<file path="src/design/bffa_pkg.sv">
package bffa_pkg;

    // Field widths of the request and result beats
    localparam int NUM_W      = 14;
    localparam int STAT_W     = 2;
    localparam int CNT_W      = 15;
    localparam int IN_DATA_W  = 16;
    localparam int OUT_DATA_W = 32;
    localparam int OUT_PAD_W  = OUT_DATA_W - CNT_W - STAT_W - NUM_W;

    // Bitmap organisation: one memory word holds 64 entries
    localparam int WORD_W    = 64;
    localparam int BIT_POS_W = 6;

    localparam int MAX_ENTRIES_DEF = 8192;

    localparam logic [NUM_W-1:0] LIMIT_RESET = 14'd8192;

    localparam logic signed [CNT_W-1:0] CNT_MAX = 15'sd8192;
    localparam logic signed [CNT_W-1:0] CNT_MIN = -15'sd8192;
    localparam logic signed [CNT_W-1:0] CNT_ONE = 15'sd1;

    typedef enum logic {
        CMD_ALLOC = 1'b0,
        CMD_FREE  = 1'b1
    } cmd_t;

    typedef enum logic [STAT_W-1:0] {
        ST_OK    = 2'd0,
        ST_FULL  = 2'd1,
        ST_RANGE = 2'd2
    } status_t;

    typedef enum logic [1:0] {
        S_IDLE,
        S_SCAN,
        S_FREE_MOD,
        S_RESP
    } state_t;

    // Result of the first-clear-bit search over one word
    typedef struct packed {
        logic                 found;
        logic [BIT_POS_W-1:0] pos;
    } hit_t;

endpackage

</file>
<file path="src/design/bffa_first_zero.sv">
module bffa_first_zero #(
    parameter int AW = 7
) (
    input  logic [bffa_pkg::WORD_W-1:0] word_data,
    input  logic [AW-1:0]               word_idx,
    input  logic [bffa_pkg::NUM_W-1:0]  limit,
    output bffa_pkg::hit_t              hit
);
    import bffa_pkg::*;

    logic [NUM_W-1:0]     full_words;
    logic [BIT_POS_W-1:0] rem_bits;
    logic [WORD_W-1:0]    in_limit;
    logic [WORD_W-1:0]    avail;

    // Keep only the bits of this word that lie below the limit
    always_comb
    begin
        full_words = limit >> BIT_POS_W;
        rem_bits   = limit[BIT_POS_W-1:0];
        if (32'(word_idx) < 32'(full_words))
        begin
            in_limit = '1;
        end
        else if (32'(word_idx) == 32'(full_words))
        begin
            in_limit = (WORD_W'(1) << rem_bits) - WORD_W'(1);
        end
        else
        begin
            in_limit = '0;
        end
        avail = ~word_data & in_limit;
    end

    // Priority-encode the lowest free bit
    always_comb
    begin
        hit.found = |avail;
        hit.pos   = '0;
        for (int i = WORD_W - 1; i >= 0; i--)
        begin
            if (avail[i])
            begin
                hit.pos = BIT_POS_W'(i);
            end
        end
    end

endmodule

</file>
<file path="config.mk">
export PLATFORM = sky130hd
export DESIGN_NAME = bffa_first_zero
export DESIGN_NICKNAME = d
export VERILOG_FILES = /design/src/design/bffa_pkg.sv /design/src/design/bffa_first_zero.sv
export SDC_FILE = /design/constraint.sdc
export NUM_CORES = 1
export LEC_CHECK = 0
export ABC_AREA = 0
export BUFFER_PORTS_ARGS = -buffer_cell sky130_fd_sc_hd__buf_2
export CAP_MARGIN = 20
export CELL_PAD_IN_SITES_DETAIL_PLACEMENT = 1
export CELL_PAD_IN_SITES_GLOBAL_PLACEMENT = 1
export CORE_MARGIN = 2
export CORE_UTILIZATION = 39
export DETAILED_ROUTE_END_ITERATION = 10
export PLACE_DENSITY = 0.95
export SLEW_MARGIN = 20
export SYNTH_ARGS = -nofsm -noshare
export SYNTH_HDL_FRONTEND = slang
export SYNTH_SLANG_ARGS = --single-unit
</file>
<file path="constraint.sdc">
create_clock -name vclk -period 4.5
set_clock_uncertainty 0.15 [all_clocks]
set_input_delay 0.225 -clock vclk [all_inputs]
set_output_delay 0.225 -clock vclk [all_outputs]
set_load 0.02 [all_outputs]
</file>
==> Implementation_results.wiki <==
{| class="wikitable"
! Metric !! Value
|-
| Result of the run || completed
|-
| Clock Buffer Count || 0
|-
| Netlist cell types || 81
|-
| Die width || ~100 um
|-
| Multi-input gate area in the final layout || 3270 sq um
|-
| Worst Hold Depth || 5
|-
| Setup Slack @ Placement || 0.422 ns
|-
| Number of fill cells in the layout || 1230
|-
| WP data arrival || 3.84 ns
|-
| Vias || 5287
|-
| Startpoint-to-endpoint class of the critical path || in -> out
|-
| Post-detailed-placement half-perimeter wirelength || 13400 um
|-
| Sequential cell fraction of total power || 0
|-
| Buffering stage count on the worst path with inverters included || 2
|-
| Gpl congestion || between 1 and 1.5
|-
| Number of I/O port buffers || 92
|-
| # resized after CTS || 0
|-
| Fraction of post-synthesis cell area in the top cell type by area || 0.0726
|-
| Post-synthesis average cell area || 6.46 sq um
|-
| Total I/O pin count || 92
|-
| Die extent in y || 99.9 um
|-
| Number of violations reported at the end of detailed-routing iteration 0 || 607
|-
| Sequential-to-total area share from yosys stat || 0
|-
| Cell taking the most area after synthesis || sky130_fd_sc_hd__a21oi_1
|-
| Total number of yosys warnings || 0
|-
| Standard cell with the maximum stage delay on the critical path || sky130_fd_sc_hd__nor2b_1
|-
| Global-route wire length before repair || around 27000 um
|-
| Power density over cell area || 98.9 nW/um^2
|-
| Measured slew at the worst slew-check pin || 0.802 ns
|-
| Setup fix buffers added after clock tree synthesis || 0
|-
| Longest individual stage delay on the worst path || about 0.59 ns
|-
| Number of hold-slack violations in the final timing report || 0
|-
| Number of cells on the critical path || 14
|-
| Cell area after synthesis || roughly 3600 sq um
|-
| Congestion Overflow GR || 0
|-
| Antenna diodes || 0
|-
| Final routed wire length divided by cell count || approximately 23 um
|-
| Switching part of the total power || 0.640
|-
| Share of the clock period used by the worst path || 0.936
|-
| Series of cell instances along the critical path || buf_2, nor2_1, nand2_1, ha_1, nor2b_1, a32oi_1, mux2i_1, a21oi_1, o32ai_1, o311ai_0, a22oi_1, a211oi_1, o21ai_1, buf_2
|-
| RSZ-0062 raised after global routing || no
|-
| Internal power contribution || approximately 150 uW
|-
| WL final || 17100 um
|-
| Setup tns final || 0 ns
|-
| Sw power || roughly 260 uW
|-
| Average via count per standard cell || 7.25
|-
| Remaining antenna violation count || 0
|-
| Top Family by Delay on Critical Path || compound AO/OA/AOI/OAI gates
|-
| Startpoint type of the worst setup path || input port
|-
| Worst VDD drop || 0.0000417 V
|-
| Count of mapped cells out of synthesis || roughly 560
|-
| Most used cell, CP || sky130_fd_sc_hd__buf_2
|-
| Required time at the endpoint of the critical path || 4.12 ns
|-
| Register area || 0 sq um
|-
| Core Footprint || roughly 8800 sq um
|-
| Count of max-cap constraint violations || 0
|-
| Synth-to-Final Area Change || 14.7%
|-
| Part of the power in the clock network || 0
|-
| Relative slew margins || 0.463
|-
| Number of global-route vias before repair || just over 5k
|-
| Final total power || 407 uW
|-
| Overall die area || approximately 10000 sq um
|-
| Largest net degree at the start of global routing || 52
|-
| Min-Delay Path Class || in -> out
|-
| Post-route DRC violation count || 0
|-
| Most frequent cell after synthesis || sky130_fd_sc_hd__a21oi_1
|-
| Leading cell types by total area after synthesis || sky130_fd_sc_hd__a21oi_1 7.3%, sky130_fd_sc_hd__nor2_1 5.2%, sky130_fd_sc_hd__o211ai_1 3.8%
|-
| Max-slew violation total from the final report || 0
|-
| Layout net count || 716
|-
| Number of sequential storage elements || 0
|-
| Final setup viols || 0
|-
| Slack of the critical path || 0.289 ns
|-
| Logic pwr share || 1.000
|-
| Number of rows in the core area || 34
|-
| Maximum fanout count along the critical path || 16
|-
| Most frequent cells after synthesis || 52 x sky130_fd_sc_hd__a21oi_1, 50 x sky130_fd_sc_hd__nor2_1, 31 x sky130_fd_sc_hd__nand2_1
|-
| Number of antenna violations at the first check in global routing || 0
|-
| Number of buffers added to fix hold violations after cts || 0
|-
| Static leakage || 1.55 nW
|-
| Layout cells sized above 1 || 0.225
|-
| Initial core utilization || 0.407
|-
| Achievable clock frequency || 237 MHz
|-
| Global-route usage over all layers || 0.329
|-
| Number of detailed-route iterations in the first pass || 6
|-
| Post-synthesis net count || approximately 650
|-
| Type of element capturing the critical path || output port
|-
| Post-layout min period || between 4 and 5 ns
|}
==> power groups by stage <==
stage / Clock (mW) / Sequential (mW) / Combinational [mW]
after floorplan: 0 / 0 / 0.260
after global placement: 0 / 0 / 0.377
after detailed placement: 0 / 0 / 0.392
after CTS: 0 / 0 / 0.394
after global routing: 0 / 0 / 0.435
final: 0 / 0 / 0.407
==> layout make-up <==
type,instances,share of cell area
Timing Repair Buffer,116,0.156
Inverter,17,0.0155
Multi-Input combinational cell,488,0.796
Tap cell,108,0.0329
==> layout by cell type, fill, tap and decap left out, types with 11 or more instances in the layout <==
cell type,count
sky130_fd_sc_hd__a31oi_1,16
sky130_fd_sc_hd__a21oi_1,52
sky130_fd_sc_hd__nand3_1,14
sky130_fd_sc_hd__nor2_1,50
sky130_fd_sc_hd__o211ai_1,18
sky130_fd_sc_hd__nand2_1,31
sky130_fd_sc_hd__nor3_1,13
sky130_fd_sc_hd__inv_1,16
sky130_fd_sc_hd__buf_2,92
sky130_fd_sc_hd__o21bai_1,11
sky130_fd_sc_hd__o21ai_0,14
sky130_fd_sc_hd__buf_4,24
sky130_fd_sc_hd__nand4_1,16
sky130_fd_sc_hd__nor2b_1,16
sky130_fd_sc_hd__a21o_1,15
==> stage by stage <==
stage / utilization / instances / instance area, sq um / hold slack, ns
4_1_cts: 0.467 / 729 / 4110 / 0.865
3_3_place_gp: 0.467 / 729 / 4110 / 0.843
3_5_place_dp: 0.467 / 729 / 4110 / 0.865
5_1_grt: 0.467 / 729 / 4110 / 0.915
2_1_floorplan: - / 555 / 3590 / 0.680
6_report: 0.467 / 729 / 4110 / 0.866
==> metal layers <==
metal / vias up / track usage / share of wire
met3: 84 / 0.0244 / 0.089
met1: 2498 / 0.417 / 0.40
met5: - / 0 / 0
li1: 2349 / - / -
met2: 356 / 0.561 / 0.45
met4: 0 / 0.165 / 0.064
==> path summary, 6_finish.rpt <==
check / startpoint / endpoint
hold / removal: word_data[1] / hit[0]
setup / recovery: limit[4] / hit[0]
==> kinds of logic after synthesis <==
family	after synthesis	synth area share
buffers and inverters	67	0.0876
XOR/XNOR	5	0.0122
AO/OA/AOI/OAI	241	0.478
multiplexers	9	0.0251
adder cells (fa/ha/maj)	9	0.0307
AND/OR/NAND/NOR	224	0.367
==> tightest hold or removal path: cells and delay by family <==
kind,cells,cell delay [ns]
AO/OA/AOI/OAI,3,0.34
buffers and inverters,2,0.23
Note: power is estimated with default switching activity, not from simulation.
